## config.mk

```make
export PLATFORM = sky130hd
export DESIGN_NAME = double_ended_queue
export DESIGN_NICKNAME = d
export VERILOG_FILES = /design/src/hdl/dq_pkg.sv /design/src/hdl/dq_ram.sv /design/src/hdl/double_ended_queue.sv
export VERILOG_INCLUDE_DIRS = /design/src /design/src/hdl
export SDC_FILE = /design/constraint.sdc
export NUM_CORES = 1
export LEC_CHECK = 0
export BUFFER_PORTS_ARGS = -buffer_cell sky130_fd_sc_hd__buf_2
export CAP_MARGIN = 5
export CORE_MARGIN = 3
export CORE_UTILIZATION = 60
export CTS_BUF_LIST = sky130_fd_sc_hd__clkbuf_8
export DETAILED_ROUTE_END_ITERATION = 16
export PLACE_DENSITY = 0.78
export SLEW_MARGIN = 20
export SYNTH_ARGS = -nofsm -noshare
export SYNTH_HDL_FRONTEND = slang
export SYNTH_SLANG_ARGS = --single-unit
```

## constraint.sdc

```tcl
create_clock -name aclk -period 8.7 [get_ports aclk]
set_input_delay 1.305 -clock aclk [delete_from_list [all_inputs] [get_ports aclk]]
set_output_delay 1.305 -clock aclk [all_outputs]
set_load 0.02 [all_outputs]
```

## src/hdl/double_ended_queue_assert.svh

```systemverilog
// Assertion macros for the double-ended queue RTL.
// Depends on nothing; included by the modules that carry assertions.
`ifndef DOUBLE_ENDED_QUEUE_ASSERT_SVH
`define DOUBLE_ENDED_QUEUE_ASSERT_SVH

// Check a property on every rising clock edge outside reset.
`define DQ_ASSERT(lbl, clk, rstn, prop, msg) \
    lbl: assert property (@(posedge clk) disable iff (!rstn) (prop)) else $error(msg);

// Check a property on every rising clock edge, reset included.
`define DQ_ASSERT_ALWAYS(lbl, clk, prop, msg) \
    lbl: assert property (@(posedge clk) (prop)) else $error(msg);

`endif

```

## src/hdl/dq_pkg.sv

```systemverilog
// Shared types and constants for the double-ended queue.
// Depends on nothing; used by double_ended_queue and the testbench.
package dq_pkg;

    // Default sizing of the ring store
    localparam int DEPTH_DEFAULT      = 16;
    localparam int DATA_WIDTH_DEFAULT = 32;

    // Fixed widths of the beat fields
    localparam int KIND_W  = 3;
    localparam int VALUE_W = 32;
    localparam int COUNT_W = 5;
    localparam int STATUS_W = 2;

    // Operation codes carried in the kind field
    typedef enum logic [KIND_W-1:0] {
        KIND_PUSH_RIGHT = 3'd0,
        KIND_POP_LEFT   = 3'd1,
        KIND_POP_RIGHT  = 3'd2,
        KIND_PEEK_LEFT  = 3'd3,
        KIND_PEEK_RIGHT = 3'd4
    } dq_kind_t;

    // Result status codes
    typedef enum logic [STATUS_W-1:0] {
        STATUS_OK        = 2'd0,
        STATUS_UNDERFLOW = 2'd1,
        STATUS_OVERFLOW  = 2'd2
    } dq_status_t;

    // Input beat
    typedef struct packed {
        logic [KIND_W-1:0]  kind;
        logic [VALUE_W-1:0] push_value;
    } dq_in_t;

    // Result beat
    typedef struct packed {
        logic [VALUE_W-1:0]  read_value;
        logic [COUNT_W-1:0]  entry_count;
        logic                is_empty;
        logic [STATUS_W-1:0] status;
    } dq_out_t;

endpackage

```

## src/hdl/dq_ram.sv

```systemverilog
// Generic single-write, single-read synchronous RAM with registered read data.
// Depends on nothing; instanced by double_ended_queue for the ring store.
module dq_ram #(
    parameter int WIDTH = 32,
    parameter int DEPTH = 16
) (
    input  logic                                   clk,
    input  logic                                   we,
    input  logic [((DEPTH > 1) ? $clog2(DEPTH) : 1)-1:0] waddr,
    input  logic [WIDTH-1:0]                       wdata,
    input  logic                                   re,
    input  logic [((DEPTH > 1) ? $clog2(DEPTH) : 1)-1:0] raddr,
    output logic [WIDTH-1:0]                       rdata
);

    logic [WIDTH-1:0] mem [DEPTH];
    logic [WIDTH-1:0] rdata_reg;

    // Write port
    always_ff @(posedge clk) begin
        if (we) begin
            mem[waddr] <= wdata;
        end
    end

    // Registered read port; data holds while re is low
    always_ff @(posedge clk) begin
        if (re) begin
            rdata_reg <= mem[raddr];
        end
    end

    assign rdata = rdata_reg;

endmodule

```

## src/hdl/double_ended_queue.sv

```systemverilog
// Double-ended queue top level: ring store in a RAM, end pointer and count.
// Depends on dq_pkg, dq_ram and double_ended_queue_assert.svh.
//
//   channel | dir | handshake          | beat
//   s_      | in  | s_valid / s_ready  | dq_pkg::dq_in_t  (kind, push_value)
//   m_      | out | m_valid / m_ready  | dq_pkg::dq_out_t (value, count, empty, status)
//
// One operation per cycle sustained while m_ready holds; the accepting edge loads the
// RAM read and read stage, and the output register then raises m_valid.
// Pointer and count update at acceptance, so back-to-back operations see the
// latest ends without forwarding; the single RAM port pair sets the rate.
// aresetn is synchronous and active low and empties the queue; no clearing pass.
// A stall on m_ready holds the output register, then the read stage, then s_ready.
module double_ended_queue #(
    parameter int DEPTH      = dq_pkg::DEPTH_DEFAULT,
    parameter int DATA_WIDTH = dq_pkg::DATA_WIDTH_DEFAULT
) (
    input  logic            aclk,
    input  logic            aresetn,
    input  logic            s_valid,
    output logic            s_ready,
    input  dq_pkg::dq_in_t  s_data,
    output logic            m_valid,
    input  logic            m_ready,
    output dq_pkg::dq_out_t m_data
);

    `include "double_ended_queue_assert.svh"

    localparam int AW = (DEPTH > 1) ? $clog2(DEPTH) : 1;
    localparam int CW = $clog2(DEPTH + 1);
    localparam int SW = CW + 1;

    // Queue state
    logic [AW-1:0] left_reg, left_next;
    logic [CW-1:0] count_reg, count_next;

    // Read stage
    logic                p1_valid_reg, p1_valid_next;
    dq_pkg::dq_status_t  p1_status_reg, p1_status_next;
    logic [CW-1:0]       p1_count_reg, p1_count_next;
    logic                p1_use_ram_reg, p1_use_ram_next;

    // Output register
    logic            m_valid_reg, m_valid_next;
    dq_pkg::dq_out_t m_data_reg, m_data_next;

    // RAM ports
    logic                  ram_we;
    logic                  ram_re;
    logic [AW-1:0]         ram_waddr;
    logic [AW-1:0]         ram_raddr;
    logic [DATA_WIDTH-1:0] ram_wdata;
    logic [DATA_WIDTH-1:0] ram_rdata;
    logic [63:0]           rdata_wide;

    logic               s_fire;
    logic               out_free;
    logic               p1_move;
    logic               is_full;
    logic               is_zero;
    logic [SW-1:0]      slot_sum;
    logic [SW-1:0]      tail_sum;
    logic [AW-1:0]      push_addr;
    logic [AW-1:0]      right_addr;
    logic [AW-1:0]      left_inc;
    dq_pkg::dq_status_t op_status;

    assign out_free = !m_valid_reg || m_ready;
    assign p1_move  = p1_valid_reg && out_free;
    assign s_ready  = !p1_valid_reg || out_free;
    assign s_fire   = s_valid && s_ready;

    assign is_full = (count_reg == CW'(DEPTH));
    assign is_zero = (count_reg == '0);

    // Ring addresses of both ends; the sum stays below twice the depth
    assign slot_sum   = SW'(left_reg) + SW'(count_reg);
    assign tail_sum   = slot_sum - SW'(1);
    assign push_addr  = (slot_sum >= SW'(DEPTH)) ? AW'(slot_sum - SW'(DEPTH))
                                                 : AW'(slot_sum);
    assign right_addr = (tail_sum >= SW'(DEPTH)) ? AW'(tail_sum - SW'(DEPTH))
                                                 : AW'(tail_sum);
    assign left_inc   = (left_reg == AW'(DEPTH - 1)) ? '0 : left_reg + AW'(1);

    assign ram_waddr = push_addr;
    assign ram_wdata = DATA_WIDTH'(s_data.push_value);

    // Decode the operation, drive the RAM and advance the ends
    always_comb begin
        left_next  = left_reg;
        count_next = count_reg;
        ram_we     = 1'b0;
        ram_re     = 1'b0;
        ram_raddr  = left_reg;
        op_status  = dq_pkg::STATUS_OK;
        if (s_fire) begin
            case (s_data.kind)
                dq_pkg::KIND_PUSH_RIGHT: begin
                    if (is_full) begin
                        op_status = dq_pkg::STATUS_OVERFLOW;
                    end else begin
                        ram_we     = 1'b1;
                        count_next = count_reg + CW'(1);
                    end
                end
                dq_pkg::KIND_POP_LEFT: begin
                    if (is_zero) begin
                        op_status = dq_pkg::STATUS_UNDERFLOW;
                    end else begin
                        ram_re     = 1'b1;
                        left_next  = left_inc;
                        count_next = count_reg - CW'(1);
                    end
                end
                dq_pkg::KIND_POP_RIGHT: begin
                    if (is_zero) begin
                        op_status = dq_pkg::STATUS_UNDERFLOW;
                    end else begin
                        ram_re     = 1'b1;
                        ram_raddr  = right_addr;
                        count_next = count_reg - CW'(1);
                    end
                end
                dq_pkg::KIND_PEEK_LEFT: begin
                    if (is_zero) begin
                        op_status = dq_pkg::STATUS_UNDERFLOW;
                    end else begin
                        ram_re = 1'b1;
                    end
                end
                dq_pkg::KIND_PEEK_RIGHT: begin
                    if (is_zero) begin
                        op_status = dq_pkg::STATUS_UNDERFLOW;
                    end else begin
                        ram_re    = 1'b1;
                        ram_raddr = right_addr;
                    end
                end
                default: begin
                    op_status = dq_pkg::STATUS_OK;
                end
            endcase
        end
    end

    // Read stage: hold the result fields while the RAM read completes
    always_comb begin
        p1_valid_next   = p1_valid_reg;
        p1_status_next  = p1_status_reg;
        p1_count_next   = p1_count_reg;
        p1_use_ram_next = p1_use_ram_reg;
        if (s_fire) begin
            p1_valid_next   = 1'b1;
            p1_status_next  = op_status;
            p1_count_next   = count_next;
            p1_use_ram_next = ram_re;
        end else if (p1_move) begin
            p1_valid_next = 1'b0;
        end
    end

    assign rdata_wide = 64'(ram_rdata);

    // Output register: load from the read stage, drop once taken
    always_comb begin
        m_valid_next = m_valid_reg;
        m_data_next  = m_data_reg;
        if (p1_move) begin
            m_valid_next            = 1'b1;
            m_data_next.read_value  = p1_use_ram_reg ? rdata_wide[dq_pkg::VALUE_W-1:0] : '0;
            m_data_next.entry_count = dq_pkg::COUNT_W'(p1_count_reg);
            m_data_next.is_empty    = (p1_count_reg == '0);
            m_data_next.status      = p1_status_reg;
        end else if (m_ready) begin
            m_valid_next = 1'b0;
        end
    end

    // Control registers
    always_ff @(posedge aclk) begin
        if (!aresetn) begin
            left_reg     <= '0;
            count_reg    <= '0;
            p1_valid_reg <= 1'b0;
            m_valid_reg  <= 1'b0;
        end else begin
            left_reg     <= left_next;
            count_reg    <= count_next;
            p1_valid_reg <= p1_valid_next;
            m_valid_reg  <= m_valid_next;
        end
    end

    // Payload registers
    always_ff @(posedge aclk) begin
        p1_status_reg  <= p1_status_next;
        p1_count_reg   <= p1_count_next;
        p1_use_ram_reg <= p1_use_ram_next;
        m_data_reg     <= m_data_next;
    end

    assign m_valid = m_valid_reg;
    assign m_data  = m_data_reg;

    dq_ram #(
        .WIDTH (DATA_WIDTH),
        .DEPTH (DEPTH)
    ) u_store (
        .clk   (aclk),
        .we    (ram_we),
        .waddr (ram_waddr),
        .wdata (ram_wdata),
        .re    (ram_re),
        .raddr (ram_raddr),
        .rdata (ram_rdata)
    );

    `DQ_ASSERT_ALWAYS(a_count_bound, aclk, !aresetn || (count_reg <= CW'(DEPTH)), "entry count above depth")
    `DQ_ASSERT_ALWAYS(a_left_bound, aclk, !aresetn || (left_reg <= AW'(DEPTH - 1)), "left pointer outside ring")
    `DQ_ASSERT(a_push_counts, aclk, aresetn, (s_fire && (s_data.kind == dq_pkg::KIND_PUSH_RIGHT) && !is_full) |=> (count_reg == CW'($past(count_reg) + CW'(1))), "accepted push did not raise the count")
    `DQ_ASSERT(a_underflow_zero, aclk, aresetn, (m_valid_reg && (m_data_reg.status == dq_pkg::STATUS_UNDERFLOW)) |-> (m_data_reg.read_value == '0), "underflow result carries data")

endmodule

```

==> flow_metrics.tcl <==
set metrics [dict create \
    status "finished clean" \
    endpoint_kind "flip-flop" \
    drcViolationCount 0 \
    routed_wl_um 53830 \
    netlist_top_cells_count "edfxtp_1 (592), nand2_1 (204), o22ai_1 (129)" \
    synth_top_area_share_pct 77.10 \
    critPathSlowestCell "mux2i_4" \
    area_growth_pct 11.46 \
    finalNetCount 1593 \
    worstSkewPairLatency_ps 650 \
    final_cell_area_mm2 0.02570 \
    place_congestion 0.7813 \
    synth-adder-area-share_pct 0.6295 \
    setup_violations 0 \
    ys_seq_area_share_pct 78.06 \
    initial_utilization_pct 61.07 \
    async_flop_share_pct 0 \
    leakage_uw 0.008748 \
    start_kind "flip-flop" \
    ys_ff_latch 603 \
    drive_above_1_share_pct 15.79 \
    ff_latch_area_mm2 0.01800 \
    post_drt_via_cell_ratio 6.513 \
    hold_path_class "reg2reg" \
    timing.final.ws_setup_ps 3859 \
    hold_slack_ps 418.7 \
    largest_register_ffs 512 \
    period_share_pct 55.64 \
    overflow 0 \
    power_density_mw_per_mm2 212.4 \
    drtAntennaViolNets 0 \
    crit_type "reg2reg" \
    max_stage_delay_ps 810 \
    synth_compound_area_share_pct 11.10 \
    hpwl_um 26750 \
    rr_worst_depth 10 \
    peakVddDrop_uv 104.1 \
    timing.rr.start "count_reg[1]" \
    required_ps 9130 \
    clock_path_buffers 3 \
    synth_edf_count 592 \
    htreeDepth 3 \
    root_buffer "clkbuf_8" \
    grt_pass1_vias 13718 \
    syn_nets 1485 \
    cts.sinks 603 \
    final_util_pct 68.07 \
    core.rowCount 71 \
    cts_resized 0 \
    floorplan.die_area_mm2 0.04082 \
    cp.arrival_ps 5270 \
    ios 81 \
    nFillCells 2447 \
    cp_num_buf_inv 3 \
    synthMuxAreaShare_pct 0.5155 \
    holdPathEnd "m_data[1]" \
    fmax_ghz 0.2066 \
    syn_area_mm2 0.02306 \
    vias 13814 \
    whs_path_depth 0 \
    portBuffers 80 \
    maxSlewViolCount 0 \
    grt_max_degree 67 \
    rr_endpoint "u_store.rdata[27]" \
    synthTopCellsByArea "edfxtp_1 (77%), o22ai_1 (3.5%), nand2_1 (3.3%), a32o_1 (2.8%), a21oi_1 (1.6%)" \
    clkTransAtPathRegs_ps 60 \
    hp-start "p1_status_reg[1]" \
    place_area_mm2 0.02411 \
    yosysTopAreaCell "edfxtp_1" \
    synthXorXnorAreaFrac_pct 0.5481 \
    drtIter0Drc 1941 \
    path_cells "inv_1 > ha_1 > nor4b_4 > nor4_4 > mux2i_4 > buf_4 > buf_4 > nand2_1 > a32o_1 > a222oi_1" \
    syn_inst 1435 \
    drv_cap 0 \
    yosysMostFrequentCell "edfxtp_1" \
    die_y_um 202.0 \
    gr-usage-all-layers_pct 26.17 \
    synth_warnings 0 \
    rsz0062_at_grt "false" \
    worstMarginPinSlew_ps 974.5 \
    multi_input_area_mm2 0.004770 \
    cts_tree "built" \
    grt_pass1_wl_um 80520 \
    slew_headroom_pct 34.12 \
    crit_top_cell "buf_4" \
    ys_types 50 \
    dr.pass1.iters 9 \
    cts_buffers 90 \
    synth-simple-area-share_pct 6.962 \
    fin_tns_setup_ps 0 \
    ctsHoldBuffers 0 \
    cp_top_family "buffers and inverters" \
    die_w_um 202.0 \
    post_cts_buffers 0 \
    fin_crit_ps 4841 \
    skew_ps 20.34 \
    final_hold_viol_count 0 \
    core_area_mm2 0.03776 \
    syn_avg_cell_area_um2 16.07 \
    antenna_found_initial 2 \
    reg2reg_slack_ps 3860 \
    critPathMaxFanout 64 \
    pre_cts_ws_ps 2999 \
    synth_top_family_by_area "compound AO/OA/AOI/OAI gates" \
    post_drt_wl_per_cell_um 25.38 \
    synthFlopType "edfxtp_1" \
]
-- cell type report --
| type | count | share of cell area, % |
|---|---|---|
| Antenna cell | 1 | 0.009738 |
| Timing Repair Buffer | 116 | 2.610 |
| Tap cell | 511 | 2.488 |
| Sequential cell | 603 | 70.03 |
| Clock buffer | 90 | 4.820 |
| Clock inverter | 68 | 1.334 |
| Multi-Input combinational cell | 722 | 18.56 |
| Inverter | 10 | 0.1461 |
-- worst max-delay path by stage --
stage,start,endpoint,cells after the start
4_1_cts,count_reg[1],u_store.rdata[27],10
6_report,count_reg[1],u_store.rdata[27],10
3_5_place_dp,m_ready,u_store.rdata[27],9
3_3_place_gp,m_ready,u_store.rdata[3],9
5_1_grt,count_reg[1],u_store.rdata[27],10
2_1_floorplan,s_data[33],u_store.mem[7][0],5
-- where the power goes --
part           internal (µW)  total (µW)  leakage, µW  switching, µW
sequential              3210        3220      0.00545           6.48
clock                   1000        2050     0.000878           1050
combinational           61.4         191      0.00242            130
total                   4280        5460      0.00875           1180
-- cell families after synthesis --
logic type	Yosys count
flip-flops	603
AO/OA/AOI/OAI	352
AND/OR/NAND/NOR	340
buffers and inverters	110
XOR/XNOR	11
adder cells (fa/ha/maj)	11
multiplexers	8
-- cells in the final DEF, fill, tap and decap left out, drive strengths merged, types with 4 or more instances in the layout --
| cell | n |
|---|---|
| a211o | 32 |
| a21oi | 75 |
| a222oi | 32 |
| a32o | 64 |
| and2 | 38 |
| buf | 116 |
| clkbuf | 90 |
| clkinv | 39 |
| dfxtp | 11 |
| edfxtp | 592 |
| ha | 10 |
| inv | 35 |
| mux2i | 7 |
| nand2 | 204 |
| nand3 | 9 |
| nor2 | 25 |
| nor2b | 4 |
| nor3 | 11 |
| o21ai | 7 |
| o22ai | 129 |
| or3 | 5 |
| or4 | 33 |
| xnor2 | 7 |
-- metrics by stage --
stage | cells | total power [µW]
global placement | 1961 | 3460
detailed placement | 1961 | 3469
CTS | 2119 | 5487
global route | 2121 | 5632
floorplan | 1435 | 3386
finish | 2121 | 5460
-- layer usage --
layer	GRT usage [%]	wire length (µm)	vias up
li1	-	-	5977
met1	34.81	19830	6792
met2	42.78	26510	887
met3	4.832	5588	156
met4	11.86	1898	2
met5	0	13	-
Power figures use the tool's default switching activity.
